File: src/rtl/fp16a4_pkg.sv
`default_nettype none
package fp16a4_pkg;

    localparam int HALF_W = 16;
    localparam int MAG_W = 42;
    localparam int POS_W = 6;

    localparam logic [15:0] HALF_SIGN = 16'h8000;
    localparam logic [4:0] HALF_EXP_MAX = 5'h1F;
    localparam logic [9:0] HALF_FRAC_MASK = 10'h3FF;
    localparam logic [15:0] HALF_QNAN = 16'h7E00;
    localparam logic [15:0] HALF_INF = 16'h7C00;

    typedef struct packed {
        logic nan;
        logic pinf;
        logic ninf;
        logic negz;
    } spec_t;

endpackage
`default_nettype wire

File: src/rtl/fp16_four_input_add.sv
`default_nettype none
// four binary16 operands summed exactly and rounded once (nearest even), subnormals
// flushed, nans canonical; six register stages (decode, pair sums, total and magnitude,
// leading one search, normalise, round); a new beat is taken every cycle unless in_stall
// is high; stages with no beat fill up while the output is stalled
module fp16_four_input_add (
    input  wire logic        clk,
    input  wire logic        rst_n,
    input  wire logic        in_valid,
    output logic             in_stall,
    input  wire logic [15:0] operand_a,
    input  wire logic [15:0] operand_b,
    input  wire logic [15:0] operand_c,
    input  wire logic [15:0] operand_d,
    output logic             out_valid,
    input  wire logic        out_stall,
    output logic [15:0]      sum_bits
);
    import fp16a4_pkg::*;

    localparam int STAGES = 6;

    logic [STAGES-1:0] valid_reg;
    logic [STAGES-1:0] valid_next;
    logic [STAGES-1:0] adv;

    logic signed [41:0] dv_a, dv_b, dv_c, dv_d;
    spec_t              df_a, df_b, df_c, df_d;
    spec_t              spec_in;

    logic signed [41:0] s1_a_reg, s1_b_reg, s1_c_reg, s1_d_reg;
    spec_t              s1_spec_reg, s2_spec_reg, s3_spec_reg, s4_spec_reg, s5_spec_reg;
    logic signed [42:0] s2_ab_reg, s2_cd_reg;
    logic signed [42:0] total;
    logic [41:0]        s3_mag_reg, s4_mag_reg, s5_norm_reg;
    logic               s3_sign_reg, s4_sign_reg, s5_sign_reg;
    logic               s3_zero_reg, s4_zero_reg, s5_zero_reg;
    logic [5:0]         pos_next, s4_pos_reg, s5_pos_reg;
    logic [15:0]        result;
    logic [15:0]        sum_reg;

    fp16a4_decode u_dec_a (.half_in(operand_a), .value(dv_a), .flags(df_a));
    fp16a4_decode u_dec_b (.half_in(operand_b), .value(dv_b), .flags(df_b));
    fp16a4_decode u_dec_c (.half_in(operand_c), .value(dv_c), .flags(df_c));
    fp16a4_decode u_dec_d (.half_in(operand_d), .value(dv_d), .flags(df_d));

    always_comb
    begin
        adv[STAGES-1] = !valid_reg[STAGES-1] || !out_stall;
        for (int k = STAGES - 2; k >= 0; k--)
        begin
            adv[k] = !valid_reg[k] || adv[k+1];
        end
        valid_next[0] = adv[0] ? in_valid : valid_reg[0];
        for (int k = 1; k < STAGES; k++)
        begin
            valid_next[k] = adv[k] ? valid_reg[k-1] : valid_reg[k];
        end
        spec_in.nan  = df_a.nan || df_b.nan || df_c.nan || df_d.nan;
        spec_in.pinf = df_a.pinf || df_b.pinf || df_c.pinf || df_d.pinf;
        spec_in.ninf = df_a.ninf || df_b.ninf || df_c.ninf || df_d.ninf;
        spec_in.negz = df_a.negz && df_b.negz && df_c.negz && df_d.negz;
        total = s2_ab_reg + s2_cd_reg;
        pos_next = '0;
        for (int i = 0; i < MAG_W; i++)
        begin
            if (s3_mag_reg[i])
            begin
                pos_next = POS_W'(i);
            end
        end
    end

    assign in_stall  = !adv[0];
    assign out_valid = valid_reg[STAGES-1];
    assign sum_bits  = sum_reg;

    always_ff @(posedge clk or negedge rst_n)
    begin
        if (!rst_n)
        begin
            valid_reg <= '0;
        end
        else
        begin
            valid_reg <= valid_next;
        end
    end

    always_ff @(posedge clk)
    begin
        if (adv[0])
        begin
            s1_a_reg    <= dv_a;
            s1_b_reg    <= dv_b;
            s1_c_reg    <= dv_c;
            s1_d_reg    <= dv_d;
            s1_spec_reg <= spec_in;
        end
        if (adv[1])
        begin
            s2_ab_reg   <= 43'(s1_a_reg) + 43'(s1_b_reg);
            s2_cd_reg   <= 43'(s1_c_reg) + 43'(s1_d_reg);
            s2_spec_reg <= s1_spec_reg;
        end
        if (adv[2])
        begin
            s3_sign_reg <= total[42];
            s3_zero_reg <= (total == '0);
            s3_mag_reg  <= total[42] ? 42'(-total) : total[41:0];
            s3_spec_reg <= s2_spec_reg;
        end
        if (adv[3])
        begin
            s4_mag_reg  <= s3_mag_reg;
            s4_pos_reg  <= pos_next;
            s4_sign_reg <= s3_sign_reg;
            s4_zero_reg <= s3_zero_reg;
            s4_spec_reg <= s3_spec_reg;
        end
        if (adv[4])
        begin
            s5_norm_reg <= s4_mag_reg << (6'd41 - s4_pos_reg);
            s5_pos_reg  <= s4_pos_reg;
            s5_sign_reg <= s4_sign_reg;
            s5_zero_reg <= s4_zero_reg;
            s5_spec_reg <= s4_spec_reg;
        end
        if (adv[5])
        begin
            sum_reg <= result;
        end
    end

    fp16a4_round u_round (
        .norm   (s5_norm_reg),
        .pos    (s5_pos_reg),
        .sign   (s5_sign_reg),
        .zero   (s5_zero_reg),
        .spec   (s5_spec_reg),
        .result (result)
    );

    a_stall_only_when_full: assert property (@(posedge clk) disable iff (!rst_n)
        in_stall |-> valid_reg[0])
        else $error("input stalled with empty first stage");

    a_beat_enters: assert property (@(posedge clk) disable iff (!rst_n)
        (in_valid && !in_stall) |=> valid_reg[0])
        else $error("accepted beat lost at first stage");

    a_no_subnormal: assert property (@(posedge clk) disable iff (!rst_n)
        out_valid |-> !((sum_bits[14:10] == 5'd0) && (sum_bits[9:0] != 10'd0)))
        else $error("subnormal result");

    a_canonical_nan: assert property (@(posedge clk) disable iff (!rst_n)
        (out_valid && (sum_bits[14:10] == HALF_EXP_MAX) && (sum_bits[9:0] != 10'd0))
        |-> (sum_bits == HALF_QNAN))
        else $error("non canonical nan");

endmodule
`default_nettype wire

File: src/rtl/fp16a4_decode.sv
`default_nettype none
module fp16a4_decode (
    input  wire logic [15:0]              half_in,
    output logic signed [41:0]            value,
    output fp16a4_pkg::spec_t             flags
);
    import fp16a4_pkg::*;

    logic [4:0]  expo;
    logic [9:0]  frac;
    logic [40:0] mag;

    always_comb
    begin
        expo = half_in[14:10];
        frac = half_in[9:0] & HALF_FRAC_MASK;
        flags.nan  = (expo == HALF_EXP_MAX) && (frac != 10'd0);
        flags.pinf = (expo == HALF_EXP_MAX) && (frac == 10'd0) && !half_in[15];
        flags.ninf = (expo == HALF_EXP_MAX) && (frac == 10'd0) && half_in[15];
        flags.negz = (expo == 5'd0) && half_in[15];
        if ((expo == 5'd0) || (expo == HALF_EXP_MAX))
        begin
            mag = '0;
        end
        else
        begin
            mag = {30'd0, 1'b1, frac} << (expo - 5'd1);
        end
        value = half_in[15] ? -$signed({1'b0, mag}) : $signed({1'b0, mag});
    end

endmodule
`default_nettype wire

File: src/rtl/fp16a4_round.sv
`default_nettype none
module fp16a4_round (
    input  wire logic [41:0]        norm,
    input  wire logic [5:0]         pos,
    input  wire logic               sign,
    input  wire logic               zero,
    input  wire fp16a4_pkg::spec_t  spec,
    output logic [15:0]             result
);
    import fp16a4_pkg::*;

    logic [10:0] sig;
    logic        guard;
    logic        sticky;
    logic        up;
    logic [11:0] sig_r;
    logic [5:0]  expo;
    logic [9:0]  frac;

    always_comb
    begin
        sig    = norm[41:31];
        guard  = norm[30];
        sticky = |norm[29:0];
        up     = guard && (sticky || sig[0]);
        sig_r  = {1'b0, sig} + {11'd0, up};
        expo   = pos - 6'd9;
        frac   = sig_r[9:0];
        if (sig_r[11])
        begin
            expo = expo + 6'd1;
            frac = sig_r[10:1];
        end
        priority if (spec.nan || (spec.pinf && spec.ninf))
            result = HALF_QNAN;
        else if (spec.pinf)
            result = HALF_INF;
        else if (spec.ninf)
            result = HALF_SIGN | HALF_INF;
        else if (zero)
            result = spec.negz ? HALF_SIGN : 16'h0000;
        else if (pos < 6'd10)
            result = {sign, 15'd0};
        else if (expo >= {1'b0, HALF_EXP_MAX})
            result = {sign, 15'd0} | HALF_INF;
        else
            result = {sign, expo[4:0], frac};
    end

endmodule
`default_nettype wire
File: config.mk
export PLATFORM = sky130hd
export DESIGN_NAME = fp16_four_input_add
export DESIGN_NICKNAME = d
export VERILOG_FILES = /design/src/rtl/fp16a4_pkg.sv /design/src/rtl/fp16_four_input_add.sv /design/src/rtl/fp16a4_decode.sv /design/src/rtl/fp16a4_round.sv
export SDC_FILE = /design/constraint.sdc
export NUM_CORES = 1
export LEC_CHECK = 0
export BUFFER_PORTS_ARGS = -buffer_cell sky130_fd_sc_hd__buf_2
export CAP_MARGIN = 5
export CORE_MARGIN = 2
export CORE_UTILIZATION = 50
export CTS_CLUSTER_SIZE = 8
export DETAILED_ROUTE_END_ITERATION = 12
export PLACE_DENSITY_LB_ADDON = 0.15
export RECOVER_POWER = 25
export SLEW_MARGIN = 40
export SYNTH_ARGS = -nofsm -noshare
export SYNTH_HDL_FRONTEND = slang
export SYNTH_SLANG_ARGS = --single-unit
File: constraint.sdc
create_clock -name clk -period 11.4 [get_ports clk]
set_input_delay 2.28 -clock clk [delete_from_list [all_inputs] [get_ports clk]]
set_output_delay 2.28 -clock clk [all_outputs]
set_load 0.02 [all_outputs]
======== Word-level counts from Yosys, hierarchy flattened ========
Cells that the tools add are included.
word-level totals
  flip-flop bits (word level) ............. 440
  output and inout port bits .............. 18
operators by class
  $add $sub $neg .......................... 16
  $lt $le $gt $ge ......................... 2
  eq/ne operators ......................... 4
  shift operators ......................... 5
  muxes and demuxes ....................... 57
  reduce and logical (&&, ||, !) cells .... 76
operators with widths
  operator                                          count
  2-to-1 mux 41 bit                                 8
  2-to-1 mux 6 bit                                  30
  negator 41 -> 42 bit                              4
  left shift 11 x 5 -> 41 bit                       4
  adder 42 x 42 -> 43 bit                           2
  2-to-1 mux 16 bit                                 3
  adder 43 bit                                      1
  zero test 43 bit                                  1
  2-to-1 mux 42 bit                                 1
  negator 42 bit                                    1
  left shift 42 x 6 -> 42 bit                       1
  zero test 10 bit                                  4
  nonzero test 10 bit                               4
  2-to-1 mux 4 bit                                  8
  2-to-1 mux 15 bit                                 2
  OR reduction 30 bit                               1
  logical AND 1 bit                                 25
  logical OR 1 bit                                  21
  == test 5 bit, second input constant              4
  zero test 5 bit                                   4
  2-to-1 mux 10 bit                                 2
  subtractor 5 x 1 -> 5 bit, second input constant  4
  adder 11 x 1 -> 12 bit                            1
  zero test 1 bit                                   12
  other kinds (10)                                  12

======== Depth between registers and ports, before layout ========
  word-level depth ........................ 40
  mapped depth ............................ 21
  mapped depth without buffers ............ 17

======== Hierarchy ========
Synthesis repeated with hierarchy kept, for this count alone.
second synthesis, totals
  cell total of the unflattened synthesis .. 3785
  area, all modules ....................... 35848.1 um2
by module, submodules not included
  module                        instances  cells each  area an instance (um2)
  fp16_four_input_add           1          1930        23447.5
  fp16a4_decode at u_dec_b ...  3          425         2847.7
  fp16a4_decode at u_dec_a      1          461         3074.2
  fp16a4_round                  1          119         783.3

======== Least setup slack after synthesis ========
OpenSTA, ideal clock, no wires.
  path kind ............................... input to output
  start ................................... in out_stall
  end ..................................... out in_stall
  arrival time ............................ 7974 ps
  required time ........................... 9120 ps
  path slack .............................. 1146 ps
  cell stages on the path ................. 4
  buffers on the path ..................... 0
  cells stage by stage .................... and3_1 -> and3_1 -> nand3_1 -> inv_1
between the ends
  longest elaborated chain between the ends .. 8
RTL lines
  what                            line                       text
  start: declaration              fp16_four_input_add.sv:16  input wire logic out_stall,
  zero test 1 bit                 fp16_four_input_add.sv:49  adv[STAGES-1] = !valid_reg[STAGES-1] || !out_stall;
  logical OR 1 bit                fp16_four_input_add.sv:49
  logical OR 1 bit (5 in series)  fp16_four_input_add.sv:52  adv[k] = !valid_reg[k] || adv[k+1];
  zero test 1 bit                 fp16_four_input_add.sv:74  assign in_stall = !adv[0];
  end: declaration                fp16_four_input_add.sv:10  output logic in_stall,
No other way between the ends.

======== Worst setup path after layout ========
  start ................................... in operand_d[10]
  end ..................................... reg s1_d_reg[32], data pin
between the ends
  longest elaborated chain between the ends .. 5
  elaborated cells on any way between the ends .. 8
  classes of those cells .................. add/sub (2); eq/ne (1); shift (1); mux (2); reduce/logical (2)
RTL lines
  what                                                                    line                                      text
  start: declaration                                                      fp16_four_input_add.sv:14                 input wire logic [15:0] operand_d,
  subtractor 5 x 1 -> 5 bit (tied with other cells)                       fp16a4_decode.sv:27                       mag = {30'd0, 1'b1, frac} << (expo - 5'd1);
  left shift 11 x 5 -> 41 bit / logical OR 1 bit (equally long branches)  fp16a4_decode.sv:27, fp16a4_decode.sv:21
  2-to-1 mux 41 bit (*)                                                   fp16a4_decode.sv:21                       if ((expo == 5'd0) || (expo == HALF_EXP_MAX))
  negator 41 -> 42 bit                                                    fp16a4_decode.sv:29                       value = half_in[15] ? -$signed({1'b0, mag}) : $signed({1'b0, mag});
  2-to-1 mux 41 bit (*)                                                   fp16a4_decode.sv:29
  named net dv_d[32]                                                      fp16_four_input_add.sv:27                 logic signed [41:0] dv_a, dv_b, dv_c, dv_d;
  end signal: assignment                                                  fp16_four_input_add.sv:97                 s1_d_reg <= dv_d;
  end: declaration                                                        fp16_four_input_add.sv:31                 logic signed [41:0] s1_a_reg, s1_b_reg, s1_c_reg, s1_d_reg;
The timed path passes the listed nets; every way through them passes the cells marked *.
A chain may end at the register's enable or synchronous reset.

==> out/qor.txt <==
Result of the run: finished, violations left
Failing checks: capacitance limit, slew limit
Commonest cells post-synth: edfxtp_1, nand2_1, nor2_1
Final Max Slew Viols: 215
Share of the synthesized area in the top cell type: 39.06%
Clk buf depth: 3
Critical-path maximum fanout: 26
Pwr dens: 292.9 nW/um^2
Setup Buffers After CTS: 0
Area leader, netlist: edfxtp_1
Post-synthesis xor/xnor area fraction: 7.740%
Std cell rows: 94
Final nets: 3767
Vias per Instance: 6.294
Static Leak: 14.13 nW
Hold_buf cts: 0
FMAX: 0.1383 GHz
Final cell count without fillers: 4436
Critical path launch point type: input port
Max_slew headroom: -95.51%
Worst-Margin Slew: 2.933 ns
WL per Instance: 22.36 um
Via Count: 27920
Most common cell in the netlist: edfxtp_1
Cells after DPL: 4345
Met2 Wirelength: 47710 um
Placer Congestion: 0.9638
Crit share post-route: 63.44%
Mapped Area: 33370 um^2
Adder-Cell Fraction of Synth Area: 5.685%
First-pass GRT wire length: 153400 um
Largest net degree at the start of global routing: 173
Area contributors post-synth: edfxtp_1, ha_1, xnor2_1, o21ai_0, a21oi_1
Kind of end point of the critical path: register
Antenna violations before repair: 1
CP arrival: 7.59 ns
Final min period: 7.233 ns
Post-synthesis simple-gate area fraction: 17.17%
CTS root buf: clkbuf_16
Synthesized flop and latch total: 440
Synth warnings: 0
Share of cells above drive strength 1: 10.33%
Detail Route Antenna Nets: 0
Main synth FF type: edfxtp_1
Worst-path clk slew: 0.05 ns
Unrepaired setup endpoints after global routing: no
CTS tree: built
Die ar.: 68820 um^2
Htree depth: 3
# Max-Cap Violations: 4
Overflow after GRT: 0
Seq/Total Area, Yosys: 39.51%
Core ar.: 65860 um^2
Setup TNS: 0 ns
Number of port buffers: 85
Synth Area in Compound Gates: 20.29%
IO Count: 86
M1 WL: 42750 um
Synth unique cells: 105
Routed WL: 99210 um
Worst clock skew: 0.02107 ns
Util after Layout: 55.46%
Cells after Synth: 3521
DIE WIDTH: 262.3 um
VDD IR max: 133.7 uV
Syn_nets: 3738
Final Hold Viols: 0
Final setup violation count: 0
Die H: 262.3 um
Area Overhead vs Synth: 9.479%
Inserted Clock Buffers: 66
Number of global-route vias before repair: 26510
Ys async rst share: 1.364%
Post-DP HPWL: 78190 um
CP Data Required Time: 11.76 ns
Critical path class: in -> reg
Post_cts resized: 0
Largest family of logic cells by synthesized area: compound AO/OA/AOI/OAI gates
Synthesized area per cell: 9.477 um^2
Top Layer Used: met5
Met3 wire length: 5846 um
Clock Sinks: 440
Hold crit path type: reg -> reg
DRC: 0
Initial core utilization: 50.66%
Mux share of post-synthesis cell area: 6.427%
Latest clock arrival within the worst-skew pair: 0.61 ns
EDFF count, synth: 434
Total Routing Usage GR: 28.11%
DRT Pass-1 Iters: 5
Initial drt markers: 2518
metrics by stage:
stage | setup WS [ns] | total power, mW | instance area (um^2) | hold slack [ns]
floorplan | 1.146 | 7.288 | 33370 | 0.4003
global placement | 3.760 | 8.708 | 34570 | 0.4010
detailed placement | 3.623 | 8.833 | 34620 | 0.4054
CTS | 4.260 | 10.67 | 36500 | 0.4158
global route | 3.724 | 11.45 | 36530 | 0.4159
finish | 4.167 | 10.70 | 36530 | 0.4137
worst max-delay path, stage by stage:
cell,delay [ns]
buf_2,0.46
clkinv_1,0.39
ha_1,0.92
mux4_2,0.67
mux2i_2,0.38
a41oi_1,0.25
or3b_1,0.56
nor4_1,0.43
nand2b_1,0.23
nor4_4,0.44
a21boi_1,0.21
o22ai_1,0.11
a32o_1,0.24
final cells by class:
type / count / area (um^2)
repair buffers: 117 / 688.2
diodes: 1 / 2.502
fillers: 5809 / 29330
inverters: 114 / 429.2
multi-input cells: 2811 / 19270
clock inverters: 10 / 157.7
flip-flops and latches: 440 / 13180
clock buffers: 79 / 1722
well taps: 864 / 1081
per-layer routing:
metal  vias to the layer above  global-route usage, %
li1                      13370                      -
met1                     13510                  37.07
met2                       867                  47.40
met3                       169                  4.357
met4                         2                  9.029
met5                         -                      0
report_power, final:
| group | switching, mW | internal, mW |
|---|---|---|
| Combinational | 3.61 | 2.24 |
| Clock | 0.709 | 1.09 |
| Sequential | 0.338 | 2.71 |
| Total | 4.66 | 6.04 |
layout by cell type (no fill, tap or decap), types with 48 or more instances in the layout:
cell type,n
xnor2_1,191
clkbuf_16,67
edfxtp_1,434
ha_1,146
a21oi_1,263
xor2_1,95
nand3_1,97
nor2_1,296
nor3_1,79
nand2_1,330
buf_2,83
mux2i_1,69
o21ai_0,271
a211oi_1,48
a21o_1,65
inv_1,107
final timing paths:
check                                   start              end  slack (ns)  cells past startpoint
worst max-delay path            operand_d[10]     s1_d_reg[32]        4.17                     13
worst min-delay path              s3_sign_reg      s4_sign_reg        0.41                      0
worst max register to register  s4_pos_reg[1]  s5_norm_reg[41]        5.95                     11
worst min register to register    s3_sign_reg      s4_sign_reg        0.41                      0
max in group asynchronous               rst_n     valid_reg[0]        9.58                      1
min in group asynchronous               rst_n     valid_reg[5]        1.55                      1
logic make-up after synthesis:
group	after synthesis
adder cells (fa/ha/maj)	150
XOR/XNOR	294
buffers and inverters	270
multiplexers	152
AND/OR/NAND/NOR	1167
flip-flops	440
AO/OA/AOI/OAI	1048
Note: power is estimated with default switching activity, not from simulation.
